===== src/design/mf3_pkg.sv =====
// shared types and constants for the 3x3 median filter
package mf3_pkg;

  localparam int PIXEL_BITS  = 16;
  localparam int POS_BITS    = 11;
  localparam int DIM_BITS    = 12;
  localparam int WIN_TAPS    = 9;
  localparam int QUEUE_DEPTH = 4;
  localparam int PTR_BITS    = $clog2(QUEUE_DEPTH);
  localparam int CNT_BITS    = $clog2(QUEUE_DEPTH + 1);

  localparam logic [DIM_BITS-1:0] WIDTH_RESET  = 12'd640;
  localparam logic [DIM_BITS-1:0] HEIGHT_RESET = 12'd480;
  localparam logic [DIM_BITS-1:0] DIM_MIN      = 12'd3;

  typedef enum logic {
    REG_FRAME_WIDTH  = 1'b0,
    REG_FRAME_HEIGHT = 1'b1
  } cfg_reg_t;

  typedef logic signed [PIXEL_BITS-1:0] pixel_t;

  typedef struct packed {
    pixel_t pixel_value;
    logic   frame_start;
  } in_item_t;

  typedef struct packed {
    pixel_t              filtered_value;
    logic [POS_BITS-1:0] out_row;
    logic [POS_BITS-1:0] out_col;
    logic                frame_end;
  } out_item_t;

  typedef struct packed {
    logic [POS_BITS-1:0] row;
    logic [POS_BITS-1:0] col;
    logic                frame_end;
  } tag_t;

  typedef struct packed {
    pixel_t [WIN_TAPS-1:0] win;
    tag_t                  tag;
  } job_t;

endpackage


===== src/design/mf3_median.sv =====
// median-of-nine pipeline with output register
module mf3_median import mf3_pkg::*; (
  input  logic      clk,
  input  logic      rst,
  input  logic      head_valid,
  input  job_t      head_job,
  output logic      pop,
  output logic      out_valid,
  input  logic      out_stall,
  output out_item_t out_data
);

  function automatic pixel_t pmin(input pixel_t a, input pixel_t b);
    pmin = (a < b) ? a : b;
  endfunction

  function automatic pixel_t pmax(input pixel_t a, input pixel_t b);
    pmax = (a < b) ? b : a;
  endfunction

  function automatic pixel_t med3(input pixel_t a, input pixel_t b, input pixel_t c);
    med3 = pmax(pmin(a, b), pmin(pmax(a, b), c));
  endfunction

  pixel_t [2:0][2:0] s1_rows;
  pixel_t [2:0][2:0] p1_rows;
  pixel_t [2:0][2:0] s2_rows;
  pixel_t [2:0][2:0] p2_rows;
  pixel_t [2:0]      s3_cand;
  pixel_t [2:0]      p3_cand;
  pixel_t            x1;
  tag_t              p1_tag;
  tag_t              p2_tag;
  tag_t              p3_tag;
  logic              p1_v;
  logic              p2_v;
  logic              p3_v;
  logic              p1_ready;
  logic              p2_ready;
  logic              p3_ready;
  logic              out_ready;

  assign out_ready = !out_valid || !out_stall;
  assign p3_ready  = !p3_v || out_ready;
  assign p2_ready  = !p2_v || p3_ready;
  assign p1_ready  = !p1_v || p2_ready;
  assign pop       = head_valid && p1_ready;

  // first two exchanges of each row; largest lands in slot 2
  always_comb begin
    for (int k = 0; k < 3; k++) begin
      s1_rows[k][0] = pmin(head_job.win[3*k], head_job.win[3*k+1]);
      x1            = pmax(head_job.win[3*k], head_job.win[3*k+1]);
      s1_rows[k][1] = pmin(x1, head_job.win[3*k+2]);
      s1_rows[k][2] = pmax(x1, head_job.win[3*k+2]);
    end
  end

  // last exchange, rows now sorted low to high
  always_comb begin
    for (int k = 0; k < 3; k++) begin
      s2_rows[k][0] = pmin(p1_rows[k][0], p1_rows[k][1]);
      s2_rows[k][1] = pmax(p1_rows[k][0], p1_rows[k][1]);
      s2_rows[k][2] = p1_rows[k][2];
    end
  end

  // max of lows, median of mids, min of highs
  always_comb begin
    s3_cand[0] = pmax(pmax(p2_rows[0][0], p2_rows[1][0]), p2_rows[2][0]);
    s3_cand[1] = med3(p2_rows[0][1], p2_rows[1][1], p2_rows[2][1]);
    s3_cand[2] = pmin(pmin(p2_rows[0][2], p2_rows[1][2]), p2_rows[2][2]);
  end

  always_ff @(posedge clk) begin
    if (rst) begin
      p1_v      <= 1'b0;
      p2_v      <= 1'b0;
      p3_v      <= 1'b0;
      out_valid <= 1'b0;
    end else begin
      if (p1_ready) begin
        p1_v <= head_valid;
      end
      if (p2_ready) begin
        p2_v <= p1_v;
      end
      if (p3_ready) begin
        p3_v <= p2_v;
      end
      if (out_ready) begin
        out_valid <= p3_v;
      end
    end
  end

  always_ff @(posedge clk) begin
    if (pop) begin
      p1_rows <= s1_rows;
      p1_tag  <= head_job.tag;
    end
    if (p2_ready && p1_v) begin
      p2_rows <= s2_rows;
      p2_tag  <= p1_tag;
    end
    if (p3_ready && p2_v) begin
      p3_cand <= s3_cand;
      p3_tag  <= p2_tag;
    end
    if (out_ready && p3_v) begin
      out_data.filtered_value <= med3(p3_cand[0], p3_cand[1], p3_cand[2]);
      out_data.out_row        <= p3_tag.row;
      out_data.out_col        <= p3_tag.col;
      out_data.frame_end      <= p3_tag.frame_end;
    end
  end

endmodule


===== config.mk =====
export PLATFORM = sky130hd
export DESIGN_NAME = mf3_median
export DESIGN_NICKNAME = d
export VERILOG_FILES = /design/src/design/mf3_pkg.sv /design/src/design/mf3_median.sv
export SDC_FILE = /design/constraint.sdc
export NUM_CORES = 1
export LEC_CHECK = 0
export BUFFER_PORTS_ARGS = -buffer_cell sky130_fd_sc_hd__buf_4
export CORE_AREA = 2 2 246 248
export CTS_CLUSTER_DIAMETER = 40
export CTS_CLUSTER_SIZE = 12
export DETAILED_ROUTE_END_ITERATION = 10
export DIE_AREA = 0 0 248 250
export MAX_ROUTING_LAYER = met4
export SLEW_MARGIN = 20
export SYNTH_ARGS = -nofsm -noshare
export SYNTH_HDL_FRONTEND = slang
export SYNTH_SLANG_ARGS = --single-unit

===== constraint.sdc =====
create_clock -name clk -period 24.4 [get_ports clk]
set_input_delay 4.88 -clock clk [delete_from_list [all_inputs] [get_ports clk]]
set_output_delay 4.88 -clock clk [all_outputs]
set_load 0.01 [all_outputs]

== Yosys cells after proc, flatten, opt, wreduce, memory -nomap -nowiden ==
Cells that the tools add are included.

* Reduce and logical (&&, ||, !) cells: 13
* Magnitude comparators: 19
* Muxes and demuxes: 30

{| class="wikitable"
|+ Operators with widths
! operator !! count
|-
| 16-bit 2-to-1 mux || 30
|-
| 16-bit less-than comparator || 19
|-
| 1-bit logical NOT || 5
|-
| 1-bit logical AND || 4
|-
| 1-bit logical OR || 4
|}

* Input port bits: 171
* Bits in registers: 448
* Output and inout bits: 41

== Depth between registers and ports, before layout ==
* Depth after elaboration: 6
* Depth in mapped cells: 30
* Mapped depth without buffers: 27

== Worst setup path before layout ==
OpenSTA, ideal clock, no wires.

* Path kind: input-to-output
* Start: input port out_stall
* End: output port pop
* Arrival: 17315 ps
* Path buffers: 0
* Stages: 3
* Data required time: 19520 ps
* Setup slack: 2205 ps
* Cells stage by stage: nand3_1 -> nor2_1 -> a21boi_0

* Word-level cells in the longest chain between the ends: 6

{| class="wikitable"
|+ RTL lines
! what !! line !! text
|-
| start, declared || mf3_median.sv:9 || <nowiki>input logic out_stall,</nowiki>
|-
| 1-bit logical NOT || mf3_median.sv:43 || <nowiki>assign out_ready = !out_valid || !out_stall;</nowiki>
|-
| 1-bit logical OR || mf3_median.sv:43 ||
|-
| 1-bit logical OR || mf3_median.sv:44 || <nowiki>assign p3_ready = !p3_v || out_ready;</nowiki>
|-
| 1-bit logical OR || mf3_median.sv:45 || <nowiki>assign p2_ready = !p2_v || p3_ready;</nowiki>
|-
| 1-bit logical OR || mf3_median.sv:46 || <nowiki>assign p1_ready = !p1_v || p2_ready;</nowiki>
|-
| 1-bit logical AND || mf3_median.sv:47 || <nowiki>assign pop = head_valid && p1_ready;</nowiki>
|-
| end, declared || mf3_median.sv:7 || <nowiki>output logic pop,</nowiki>
|}

No other way between the ends.

== Final worst setup path ==
Ends and elaborated chain as after synthesis.

==> metrics.cfg <==
[run_status]
outcome=finished clean

[cells_and_area]
fin_area_um2=31400
fin_util_pct=52.8
finalNetCount=2947
layout-drive-gt1-share_pct=26.6
area_delta_synth_final_pct=18.5
fillCellCount=5017

[clock_network]
hold_buffers=0
clock_latency_ns=0.61
clk_pin_slew_ns=0.06
htree_num_levels=3
cts_resized=0
clock_path_buffers=3
cts_tree=built
root_buffer=clkbuf_16
clock_sinks=448
cts_made_buffers=72
postCtsSetupRepairBufs=0

[power_and_ir_drop]
power.leakage_uw=0.0135
ir_worst_vdd_uv=66.7
fin_total_pwr_uw=2890
power.density_nw_per_um2=92.1

[grt]
grt_first_pass_wirelength_um=102000
track_usage_pct=22.5
globalRouteOverflowTotal=0
grt_pass1_vias=17700
antenna_found_initial=3
grt_max_degree=156

[placement]
gp_congestion=0.872
placedInstanceArea_um2=29000
dp_hpwl_um=52800
port_buffers=211

[floorplan]
rows=90
initial_utilization_pct=44.5
io-pin-count=212
die_area_um2=62000
die_y_um=250
core_um2=59600
die_w_um=248

[min_path]
hold_depth=0
min-delay-path-class=flop to flop
hp-start=p1_tag[21]
whs_endpoint=p2_tag[21]

[critical_path]
critPathLaunchType=input pin
crit-reg2reg-launch=p3_cand[15]
cp_max_fo=14
r2r_end=out_data[23]
rrSetupSlack_ns=16.17
r2r_cells=26
cp.arrival_ns=6.07
cp-end-kind=output port
required_ns=19.52
crit_type=input pin to output port

[routing]
wirelength_um=67100
top_layer=met4
drc_errors=0
dr.pass1.iters=6
antenna_left=0
wl_per_cell_um=20.1
met1_length_um=31700
vias_per_cell=5.37
wl_met3_um=2460
vias=17900
drt_iter0_drc=1229
wl_met2_um=31100

[sta]
period_share_pct=44.9
final.min_clock_period_ns=10.95
worst_pin_slew_ns=1.05
rsz0062_at_grt=false
maxSlewHeadroom_pct=30.1
setup-violations-final=0
finClkSkew_ns=0.0290
slew_violations=0
fmax_ghz=0.0913
final-hold-violation-count=0
setup_tns_ns=0

[synth]
yosysTopAreaCell=edfxtp_1
syn_nets=2706
synth_async_sr_flop_share_pct=0
synth-seq-cells=448
synth_warnings=0
netlist_instances=2250
synth_area_leaders=edfxtp_1 50%, ha_1 13%, mux2_2 12%, inv_1 4.1%, o21ai_0 3.1%
synthFlopType=edfxtp_1
ys_types=74
synth_top_area_share_pct=50.2
avgSynthCellArea_um2=11.8
synth_edf_count=444
seq_area_frac_synth_pct=50.5
syn_area_um2=26500

[job]
drv_cap=0

[report_power, final]
part / internal, uW / leakage (uW) / total, uW / switching (uW)
logic: 378 / 0.00810 / 859 / 481
clock network: 614 / 0.00115 / 997 / 382
registers: 982 / 0.00425 / 1040 / 56.2
[area by class of cell]
| type | instances | area (um^2) | share of cell area, % |
|---|---|---|---|
| tap | 782 | 978 | 3.11 |
| antenna | 1 | 2.50 | 0.00796 |
| clock buffer | 80 | 1850 | 5.89 |
| sequential | 448 | 13400 | 42.7 |
| inverter | 291 | 1090 | 3.47 |
| timing repair buffer | 231 | 1750 | 5.56 |
| clock inverter | 53 | 531 | 1.69 |
| multi-input combinational | 1447 | 11800 | 37.6 |
[kinds of logic after synthesis]
family                     count (synthesis)  synth area share (%)
AOI/OAI and AO/OA                        448                  10.7
adders and majority gates                285                  13.4
xor gates and xnor gates                   2                 0.123
and+or+nand+nor                          401                  6.95
buffers and inverters                    355                  5.13
DFF                                      448                  50.5
muxes                                    311                  13.1
[Yosys cell counts, types with 14 or more instances]
cell type / count
edfxtp_1: 444
mux2_2: 293
inv_1: 291
ha_1: 285
nand2_1: 208
o21ai_0: 165
a21o_1: 70
a21oi_1: 67
nor2_1: 54
clkbuf_1: 46
nand4_1: 30
nand3_1: 26
o21ai_1: 25
nand2b_1: 22
mux2i_1: 16
nor2b_1: 16
o211ai_1: 14
[sequential cells by signal, summed over array words and instances, names as in the netlist, 23 cells and up]
| signal | flops |
|---|---|
| p2_tag | 23 |
| p1_rows | 144 |
| p1_tag | 23 |
| p2_rows | 144 |
| p3_cand | 48 |
| out_data | 39 |
| p3_tag | 23 |
[worst max path at each step]
stage	from	to	slack [ns]	cells past startpoint
finish	out_stall	pop	13.45	5
detailed placement	out_stall	pop	13.46	5
CTS	out_stall	pop	13.45	5
global route	out_stall	pop	13.38	5
floorplan	out_stall	pop	2.21	3
global placement	out_stall	pop	13.51	5
[metrics by stage]
stage	std cells	setup WS, ns	hold WS, ns
after global routing	3333	13.38	0.420
after CTS	3332	13.45	0.411
final	3333	13.45	0.412
after global placement	3199	13.51	0.400
after floorplan	2250	2.21	0.400
after detailed placement	3199	13.46	0.405
[metal layers]
| layer | up-vias | track usage, % |
|---|---|---|
| li1 | 8769 | - |
| met1 | 8637 | 30.8 |
| met2 | 382 | 34.5 |
| met3 | 104 | 3.02 |
| met4 | 0 | 7.41 |
| met5 | - | - |
[critical path, cell delays in order]
cell,delay (ns)
buf_4,0.13
nand3_1,0.11
nor2_1,0.13
a21boi_4,0.57
buf_4,0.24
[cells in the final DEF (no fill, tap or decap), drive strengths merged, types with 8 or more instances in the layout]
cell type and n:
nand3 26, a21o 70, buf 231, a211oi 13, a21oi 67, o21ai 199, mux2 295, ha 285
inv 311, nor3 12, nor2 54, o211ai 14, mux2i 16, nand4 31, clkbuf 80, o21a 11
clkinvlp 8, nor2b 16, a31oi 9, nand2 209, nand2b 22, edfxtp 444, clkinv 20
(Power assumes the default switching activity.)
