`src/design/mf3_pkg.sv`:
```
// shared types and constants for the 3x3 median filter
package mf3_pkg;

  localparam int PIXEL_BITS  = 16;
  localparam int POS_BITS    = 11;
  localparam int DIM_BITS    = 12;
  localparam int WIN_TAPS    = 9;
  localparam int QUEUE_DEPTH = 4;
  localparam int PTR_BITS    = $clog2(QUEUE_DEPTH);
  localparam int CNT_BITS    = $clog2(QUEUE_DEPTH + 1);

  localparam logic [DIM_BITS-1:0] WIDTH_RESET  = 12'd640;
  localparam logic [DIM_BITS-1:0] HEIGHT_RESET = 12'd480;
  localparam logic [DIM_BITS-1:0] DIM_MIN      = 12'd3;

  typedef enum logic {
    REG_FRAME_WIDTH  = 1'b0,
    REG_FRAME_HEIGHT = 1'b1
  } cfg_reg_t;

  typedef logic signed [PIXEL_BITS-1:0] pixel_t;

  typedef struct packed {
    pixel_t pixel_value;
    logic   frame_start;
  } in_item_t;

  typedef struct packed {
    pixel_t              filtered_value;
    logic [POS_BITS-1:0] out_row;
    logic [POS_BITS-1:0] out_col;
    logic                frame_end;
  } out_item_t;

  typedef struct packed {
    logic [POS_BITS-1:0] row;
    logic [POS_BITS-1:0] col;
    logic                frame_end;
  } tag_t;

  typedef struct packed {
    pixel_t [WIN_TAPS-1:0] win;
    tag_t                  tag;
  } job_t;

endpackage

```
`src/design/mf3_queue.sv`:
```
// short job queue between front end and median pipeline
module mf3_queue import mf3_pkg::*; (
  input  logic                clk,
  input  logic                rst,
  input  logic                push_valid,
  input  job_t                push_job,
  input  logic                pop,
  output logic                head_valid,
  output job_t                head_job,
  output logic [CNT_BITS-1:0] count
);

  job_t                q_mem [QUEUE_DEPTH];
  logic [PTR_BITS-1:0] wr_ptr;
  logic [PTR_BITS-1:0] rd_ptr;

  function automatic logic [PTR_BITS-1:0] ptr_inc(input logic [PTR_BITS-1:0] p);
    ptr_inc = (p == PTR_BITS'(QUEUE_DEPTH - 1)) ? '0 : p + PTR_BITS'(1);
  endfunction

  assign head_valid = (count != '0);
  assign head_job   = q_mem[rd_ptr];

  always_ff @(posedge clk) begin
    if (push_valid) begin
      q_mem[wr_ptr] <= push_job;
    end
  end

  always_ff @(posedge clk) begin
    if (rst) begin
      wr_ptr <= '0;
      rd_ptr <= '0;
      count  <= '0;
    end else begin
      if (push_valid) begin
        wr_ptr <= ptr_inc(wr_ptr);
      end
      if (pop) begin
        rd_ptr <= ptr_inc(rd_ptr);
      end
      case ({push_valid, pop})
        2'b10:   count <= count + CNT_BITS'(1);
        2'b01:   count <= count - CNT_BITS'(1);
        default: count <= count;
      endcase
    end
  end

endmodule

```
`config.mk`:
```
export PLATFORM = sky130hd
export DESIGN_NAME = mf3_queue
export DESIGN_NICKNAME = d
export VERILOG_FILES = /design/src/design/mf3_pkg.sv /design/src/design/mf3_queue.sv
export SDC_FILE = /design/constraint.sdc
export NUM_CORES = 1
export LEC_CHECK = 0
export BUFFER_PORTS_ARGS = -buffer_cell sky130_fd_sc_hd__buf_2
export CAP_MARGIN = 30
export CORE_MARGIN = 2
export CORE_UTILIZATION = 40
export DETAILED_ROUTE_END_ITERATION = 10
export GPL_ROUTABILITY_DRIVEN = 0
export GPL_TIMING_DRIVEN = 1
export PLACE_DENSITY_LB_ADDON = 0.05
export SYNTH_ARGS = -nofsm -noshare
export SYNTH_HDL_FRONTEND = slang
export SYNTH_SLANG_ARGS = --single-unit
export TNS_END_PERCENT = 100
```
`constraint.sdc`:
```
create_clock -name clk -period 4.5 [get_ports clk]
set_clock_uncertainty 0.05 [all_clocks]
set_input_delay 0.45 -clock clk [delete_from_list [all_inputs] [get_ports clk]]
set_output_delay 0.45 -clock clk [all_outputs]
set_load 0.01 [all_outputs]
```
# Word level (Yosys, flattened, before mapping)
# Memories as Yosys holds them, arrays and structs flattened. A register that Yosys moved wholly into a read port is not among the register bits.
# Index checks and enable logic that the tools add are counted.
totals:
  reg_bits: 7
  ram_bits: 668
  in_bits: 171
  wordCells: 21
  mem_count: 1
classes:
  add_sub_neg: 4
  n_eq_ne: 4
  muxes: 7
  n_reduce_logical: 2
mem_list:
  columns: ["memory", "depth", "width", "rd", "rd_ports_with_merged_regs", "write_ports", "line_no", "rtl"]
  rows:
  - ["q_mem", 4, 167, 1, 1, 1, "mf3_queue.sv:13", "job_t q_mem [QUEUE_DEPTH];"]
ops:
  columns: ["operator", "n"]
  rows:
  - ["2-bit two-way mux", 4]
  - ["2-bit equality test (second input constant)", 3]
  - ["3-bit one-hot mux with 2 select lines", 1]
  - ["2-bit by 1-bit adder with 2-bit output (second input constant)", 2]
  - ["3-bit by 1-bit adder with 3-bit output (second input constant)", 1]
  - ["3-bit nonzero test", 1]
  - ["3-bit by 1-bit subtractor with 3-bit output (second input constant)", 1]
  - ["2-bit by 1-bit equality test with 1-bit output (second input constant)", 1]
  - ["1-bit two-way mux", 2]
  - ["2-bit nonzero test", 1]

# Longest topological paths before layout
# Gate-level depths: netlist of the first run.
depth:
  ltp_word: 4
  ltp_mapped: 7
  mapped_depth_nobuf: 7

# Worst setup path before layout of the first run
# No wires, ideal clock.
synth_timing:
  path_kind: "reg-to-reg"
  start: "register wr_ptr[0]"
  end: "memory q_mem[0][0] (netlist bit), enable pin"
  arrival_ns: 4.354
  setup_slack_ns: -0.450
  stages_incl_launch_ff: 4
  n_path_buf: 0
  cell_sequence: "dfxtp_1 -> inv_1 -> ha_1 -> and2_1"
synth_lines:
  columns: ["element", "line_no", "rtl"]
  rows:
  - ["start, declared", "mf3_queue.sv:14", "logic [PTR_BITS-1:0] wr_ptr;"]
  - ["start signal, assigned", "mf3_queue.sv:37", "wr_ptr <= ptr_inc(wr_ptr);"]
  - ["end, declared", "mf3_queue.sv:13", null]
# No word-level cell before the write port.

==> impl_metrics.ini, run 1 <==
[synth]
syn_inst = 920
synthTopCellsByArea = edfxtp_1, mux4_2, dfxtp_1
synth_flop_cell = edfxtp_1
synth_largest_area_cell = edfxtp_1
yosysMostFrequentCell = edfxtp_1
synth_seq_area_share = 0.824
syn_avg_cell_area_um2 = 26.7
synth_edf_count = 668
synth_warnings = 0
synth_fp_nets = 1098
netlist_area_um2 = 24500
ys_async_sr_fraction = 0
synth_common_cells = edfxtp_1, mux4_2, buf_2
ys_ff_latch = 677
yosys.area.top_type_share = 0.817
ys_types = 17

[floorplan]
fp.dieW_um = 252
die_area_um2 = 63400
io-pin-count = 342
die_h_um = 252
rows = 90
start_util = 0.406
core_area_um2 = 60500

[clocking]
clockBufferDepth = 3
postCtsSetupBuffers = 0
path_clk_slew_ps = 60
cts_buffers = 73
cts.htree.levels = 3
cts_tree = yes
cts-resized-gates = 0
clock_latency_ps = 590
clk_root_buffer_cell = clkbuf_16
clock-sinks = 677
ctsHoldBuffers = 156

[sta]
max_freq_mhz = 320
period_share = 0.695
tightest_slew_ps = 904
hold_viol_final = 0
fin_setup_tns_ps = 0
layout_min_cycle_time_ps = 3130
rsz0062_at_grt = false
finalMaxSlewViolations = 0
relSlewSlack = 0.397
setup_violations = 0

[drt]
drt_iter0_markers = 542
vias = 11500
via_per_inst = 4.94
drc = 0
firstDrtPassIters = 4
routed_wirelength_um = 52100
wl_per_cell_um = 22.5
drtAntennaViolNets = 0

[worst_setup_path]
cp.arrival_ps = 2630
critical_path.cell_chain = buf_12 -> mux4_2 -> buf_2
cp.required_ps = 4000
start_kind = flip-flop
critical_path_class = reg -> out
critPathCaptureType = output pin
crit_buf_inv = 2
cp_top_family = flip-flops
cp_max_fo = 44
cpPeakStageDelay_ps = 840
slowest_stage = dfxtp_4

[outcome]
outcome = complete, no violations

[run]
drv_cap = 0

[global_route]
track_usage = 0.166
grt_pass1_vias = 12500
grt_overflow = 0
grt_max_degree = 98
antenna_found_initial = 9
grt_pass1_wl_um = 78000

[place]
hpwl_um = 31300
numPlacedInstances = 2032
io_buffers = 341

[finish]
drive_gt1_frac = 0.415
stdcell_count = 2317
syn_to_final_growth_pct = 26.8
nets = 1659

[pwr]
p_per_area_nw_per_um2 = 453
p_leak_nw = 10.5
vdd_ir_drop_max_v = 0.000363

[hold_path]
hold_class = in -> reg
state kept, by name, summed over array words and instances (netlist names), named ones only:
signal	cells
count	3
q_mem	668
rd_ptr	2
wr_ptr	2
layer usage:
layer	wire (um)	global-route usage	vias to the layer above
met1	21500	0.212	5985
met5	61	0	-
met4	1210	0.0561	8
li1	-	-	5117
met2	26400	0.277	260
met3	2980	0.0447	82
worst paths after layout:
check             depth (start not counted)          from      endpoint  slack, ps
hold / removal                            1  push_job[11]  q_mem[3][11]         40
setup reg to reg                          3     wr_ptr[0]  q_mem[3][59]       2180
setup / recovery                          3     flip-flop  head_job[15]       1370
hold reg to reg                           2     rd_ptr[1]     flip-flop        480
power by group:
group | internal (mW) | total [mW] | switching, mW
combinational | 0.600 | 1.24 | 0.635
clock | 3.28 | 5.58 | 2.29
sequential | 7.20 | 7.28 | 0.0853
total | 11.1 | 14.1 | 3.01
final cells by class:
type,instances,area [um^2]
antenna,6,15.0
clock buffer,94,1950
clock inverter,29,283
fill,4862,29300
inverter,7,26.3
multi-input combinational,198,4010
sequential,677,20200
tap,782,978
timing repair buffer,524,3630
stage by stage:
stage	hold slack (ps)	power (mW)	utilization	instance area (um^2)	setup WS, ps
finish	37.3	14.1	0.515	31100	1370
global route	13.7	14.7	0.515	31100	1150
global placement	469	8.56	0.451	27300	1900
floorplan	442	8.03	-	24600	1410
CTS	0.453	14.3	0.515	31100	1230
detailed placement	473	8.58	0.452	27300	1880
placed cells by master, fill, tap and decap left out, drive strengths merged:
master / count
nor2: 7
diode: 6
o21ai: 1
a21oi: 4
or3: 2
clkinv: 23
inv: 8
edfxtp: 668
xor2: 2
and2: 4
mux4: 167
ha: 6
dfxtp: 9
buf: 368
clkbuf: 94
mux2i: 2
dlygate4sd3: 156
fa: 1
nor3b: 2
bufinv: 4
clkinvlp: 1
kinds of logic after synthesis:
group,count (synthesis),synth area share
simple gates,15,0.00321
flops,677,0.824
xor+xnor,2,0.000714
mux,169,0.154
fa+ha+maj,7,0.00387
buf+inv,45,0.0127
compound gates,5,0.00102
Note: power is estimated with default switching activity, not from simulation.
==> inputs of run 2 (changes only) <==
clock period = 2.5 ns   (was 4.5 ns; I/O delays follow)
==> impl_metrics.ini, run 2 (synthesis results as in run 1) <==
[sta]
setup_ws_ps = 88.7
setup_violations = 0
max_freq_mhz = 415
whs_ps = 354
layout_min_cycle_time_ps = 2410
relSlewSlack = 0.647
finalMaxSlewViolations = 0
period_share = 0.965
rsz0062_at_grt = true
hold_viol_final = 0
tightest_slew_ps = 529

[worst_setup_path]
cp_top_family = multiplexers
start_kind = flip-flop
reg2reg_from = wr_ptr[0]
r2r_slack_ps = 730
critPathCaptureType = output pin
critical_path.cell_chain = buf_12 -> buf_16 -> mux4_2 -> buf_2
critical_path_class = reg -> out
cpPeakStageDelay_ps = 560
reg2regPathDepth = 3
r2r_end = q_mem[3][21]
cp.arrival_ps = 2110
cp.required_ps = 2200
slowest_stage = mux4_2
cp_max_fo = 32
crit_buf_inv = 3

[pwr]
p_int_mw = 20.1
vdd_ir_drop_max_v = 0.000643
pwr-share-clk = 0.397
p_sw_frac = 0.217
power_frac_comb = 0.094
p_per_area_nw_per_um2 = 811
p_sw_mw = 5.57
totalPowerFinal_mw = 25.7
seqPwrFrac = 0.509
p_leak_nw = 10.7

[floorplan]
rows = 90
die_area_um2 = 63400
io-pin-count = 342
fp.dieW_um = 252
start_util = 0.406
core_area_um2 = 60500
die_h_um = 252

[place]
place_ws_ps = 580
io_buffers = 341
numPlacedInstances = 2030
hpwl_um = 30500

[finish]
final_common_cell = edfxtp_1
utilization = 0.523
seq_area_um2 = 20200
largest-register = q_mem
stdcell_count = 2344
multiInputGateArea_um2 = 4010
drive_gt1_frac = 0.415
final_cell_mix = edfxtp_1, buf_2, dlygate4sd3_1
reg_top3 = q_mem: 668 flops, count: 3 flops
largest_register_ffs = 668
num-fill-cells = 4802
syn_to_final_growth_pct = 28.9
nets = 1679

[global_route]
grt_use_met2 = 0.270
grt_max_degree = 66
grt_pass1_vias = 12600
grt_pass1_wl_um = 79300
grt-busiest-layer = met2
grt_overflow = 0
track_usage = 0.169
antenna_found_initial = 5
met1_usage = 0.226
use_met3 = 0.0489

[drt]
drc = 0
drt_iter0_markers = 667
firstDrtPassIters = 4
vias = 11700
drtAntennaViolNets = 0
routed_wirelength_um = 52800
via_per_inst = 4.97
wl_per_cell_um = 22.5

[outcome]
outcome = complete, no violations

[clocking]
path_clk_slew_ps = 60
clock_latency_ps = 590
cts_tree = yes
cts_buffers = 74
clk_root_buffer_cell = clkbuf_16
cts.htree.levels = 3
clockBufferDepth = 3
clock-sinks = 677

[run]
drv_cap = 0

[hold_path]
hold_class = in -> reg
holdPathStages = 2
hold-path-endpoint = q_mem[1][50]
hold_start = push_job[50]
[run 2: changes by cell type in the layout (fill, tap and decap cells not counted), moves of 5 or more]
cell	delta
buf_6	+20
buf_2	-17
dlygate4sd3_1	+14
buf_4	-8
clkinv_2	+7
buf_16	+5
[run 2: metrics by stage]
step / setup TNS [ps] / instance area, um^2
after global routing: -500 / 31600
final: 0 / 31600
after global placement: 0 / 27400
after floorplan: 0 / 24600
after detailed placement: 0 / 27400
after CTS: -2.78 / 31500
[run 2: area by class of cell]
type	count	area share
multi-input cells	198	0.127
diodes	2	0.000158
clock inverters	37	0.00897
flip-flops and latches	677	0.640
inverters	7	0.000830
repair buffers	543	0.129
clock buffers	98	0.0633
well taps	782	0.0309
[run 2: power groups by stage]
| stage | registers, mW | logic [mW] | clock network, mW |
|---|---|---|---|
| floorplan | 13.3 | 1.16 | 0 |
| global placement | 13.3 | 2.13 | 0 |
| detailed placement | 13.3 | 2.14 | 0 |
| CTS | 13.1 | 2.42 | 10.6 |
| global route | 13.1 | 2.61 | 11.0 |
| finish | 13.1 | 2.41 | 10.2 |
[run 2: per-layer routing]
metal,up-vias,share of wire
met3,92,0.060
met2,280,0.49
met1,6103,0.43
met4,6,0.024
met5,-,0.00081
li1,5170,-
[run 2: how the worst max path moves through the flow]
| stage | endpoint | slack, ps | depth (start not counted) |
|---|---|---|---|
| floorplan | q_mem[3][0] | 270 | 2 |
| global route | head_job[131] | -40 | 4 |
| detailed placement | head_job[53] | 580 | 3 |
| CTS | head_job[137] | -3 | 4 |
| finish | head_job[131] | 90 | 4 |
| global placement | head_job[137] | 590 | 3 |
[run 2: timing repair]
item | 4_1_cts | 5_1_grt
hold endpoints to repair | 677 | 0
cloned | 1 | 1
resized for setup | 3 | 22
pin swaps | 0 | 0
setup endpoints to repair | 92 | 57
hold buffers | 170 | 0
buffers inserted | 5 | 0
==> inputs of run 3 (changes only) <==
--- a/config.mk
+++ b/config.mk
@@ -15,2 +15,3 @@
 export PLACE_DENSITY_LB_ADDON = 0.05
+export REMOVE_ABC_BUFFERS = 1
 export SYNTH_ARGS = -nofsm -noshare
==> constraint.sdc (replaced) <==
create_clock -name clk -period 2.5 [get_ports clk]
set_clock_uncertainty 0.05 [all_clocks]
set_input_delay 0.5 -clock clk [delete_from_list [all_inputs] [get_ports clk]]
set_output_delay 0.5 -clock clk [all_outputs]
set_load 0.01 [all_outputs]
==> impl_metrics.ini, run 3 (synthesis results as in run 1) <==
[outcome]
outcome = finished, violations left
violations = setup timing

[worst_setup_path]
cp_max_fo = 6
cp.arrival_ps = 2080
r2r_slack_ps = 690
critPathCaptureType = output pin
critical_path_class = reg -> out
cp.required_ps = 1950
reg2regPathDepth = 3
start_kind = flip-flop

[finish]
drive_gt1_frac = 0.474
final_common_cell = edfxtp_1
reg_top3 = q_mem: 668 flops, count: 3 flops
utilization = 0.509
largest_register_ffs = 668
stdcell_count = 2206
final_cell_mix = edfxtp_1, buf_2, mux4_2
largest-register = q_mem
syn_to_final_growth_pct = 25.5
nets = 1546
num-fill-cells = 4851

[global_route]
grt_max_degree = 62
grt_overflow = 0
antenna_found_initial = 14
track_usage = 0.170
grt_pass1_vias = 11900
grt_pass1_wl_um = 78400

[sta]
hold_viol_final = 0
period_share = 1.05
layout_min_cycle_time_ps = 2630
tightest_slew_ps = 592
setup_ws_ps = -132
rsz0062_at_grt = true
relSlewSlack = 0.605
max_freq_mhz = 380
finalMaxSlewViolations = 0
setup_violations = 167

[drt]
drt_iter0_markers = 658
dr_wl_met2_um = 26400
routed-wl-met3_um = 3680
wl_per_cell_um = 24.4
drc = 0
wl_met1_um = 22600
highest_layer = met5
routed_wirelength_um = 53900
drtAntennaViolNets = 0
firstDrtPassIters = 6
via_per_inst = 5.08
vias = 11200

[place]
io_buffers = 341
hpwl_um = 32200
place_ws_ps = 375
numPlacedInstances = 2050

[floorplan]
core_area_um2 = 60500
rows = 90
die_h_um = 252
die_area_um2 = 63400
io-pin-count = 342
start_util = 0.406
fp.dieW_um = 252

[clocking]
clk_root_buffer_cell = clkbuf_16
cts_tree = yes
cts_buffers = 73
cts.htree.levels = 3
clockBufferDepth = 3
clock_latency_ps = 600
path_clk_slew_ps = 60
clock-sinks = 677

[hold_path]
hold_class = in -> reg
holdPathStages = 1

[pwr]
power_frac_comb = 0.098
pwr-share-clk = 0.389
totalPowerFinal_mw = 25.4
p_leak_nw = 10.4
p_sw_frac = 0.216
p_per_area_nw_per_um2 = 826
vdd_ir_drop_max_v = 0.000537
p_sw_mw = 5.50
seqPwrFrac = 0.513
p_int_mw = 19.9

[run]
drv_cap = 0
-- run 3: changes by cell type in the layout (fill, tap and decap cells not counted), sizes merged --
cell and delta:
buf +36, clkbuf -1, clkinv -2, diode +1, dlygate4sd3 -170, inv -2
-- run 3: per-layer routing --
| layer | vias up | global-route usage |
|---|---|---|
| met2 | 259 | 0.272 |
| met4 | 22 | 0.0449 |
| met3 | 103 | 0.0579 |
| met1 | 5916 | 0.223 |
| li1 | 4897 | - |
| met5 | - | 0 |
-- run 3: repair_timing --
item | CTS | global route
buffers inserted | 18 | 0
gates resized for setup | 99 | 36
endpoints found under the hold margin | 0 | 0
hold buffers | 0 | 0
endpoints found under the setup margin | 167 | 167
gates cloned | 8 | 3
-- run 3: worst paths after layout --
check,endpoint,start
hold reg to reg,flip-flop,rd_ptr[1]
hold / removal,q_mem[3][88],push_job[88]
setup reg to reg,q_mem[3][35],wr_ptr[0]
setup / recovery,head_job[42],flip-flop
-- run 3: through the flow --
stage / hold WS, ps / TNS (ps) / cell area [um^2]
2_1_floorplan: 442 / -2581460 / 24300
5_1_grt: 33.2 / -28490 / 30800
3_3_place_gp: 475 / 0 / 27700
4_1_cts: 21.2 / -26230 / 30700
6_report: 61.0 / -13990 / 30800
3_5_place_dp: 477 / 0 / 27700
-- run 3: power by group through the flow --
stage	registers [mW]	clock network, mW	logic (mW)
final	13.1	9.89	2.49
after CTS	13.1	10.2	2.50
after global routing	13.1	10.6	2.67
after floorplan	13.5	0	1.11
after global placement	13.3	0	2.17
after detailed placement	13.3	0	2.19
-- run 3: cell type report --
class | count | area (um^2) | share of cell area
Sequential cell | 677 | 20200 | 0.657
Multi-Input combinational cell | 198 | 4010 | 0.130
Timing Repair Buffer | 411 | 3370 | 0.109
Clock buffer | 95 | 1930 | 0.0627
Tap cell | 782 | 978 | 0.0318
Clock inverter | 33 | 240 | 0.00780
Inverter | 7 | 26.3 | 0.000853
Antenna cell | 3 | 7.51 | 0.000244
-- run 3: worst max-delay path, stage by stage, from the launching register on --
cell,delay (ps)
dfxtp_4,390
buf_4,130
buf_12,140
buf_16,150
mux4_2,510
buf_6,140
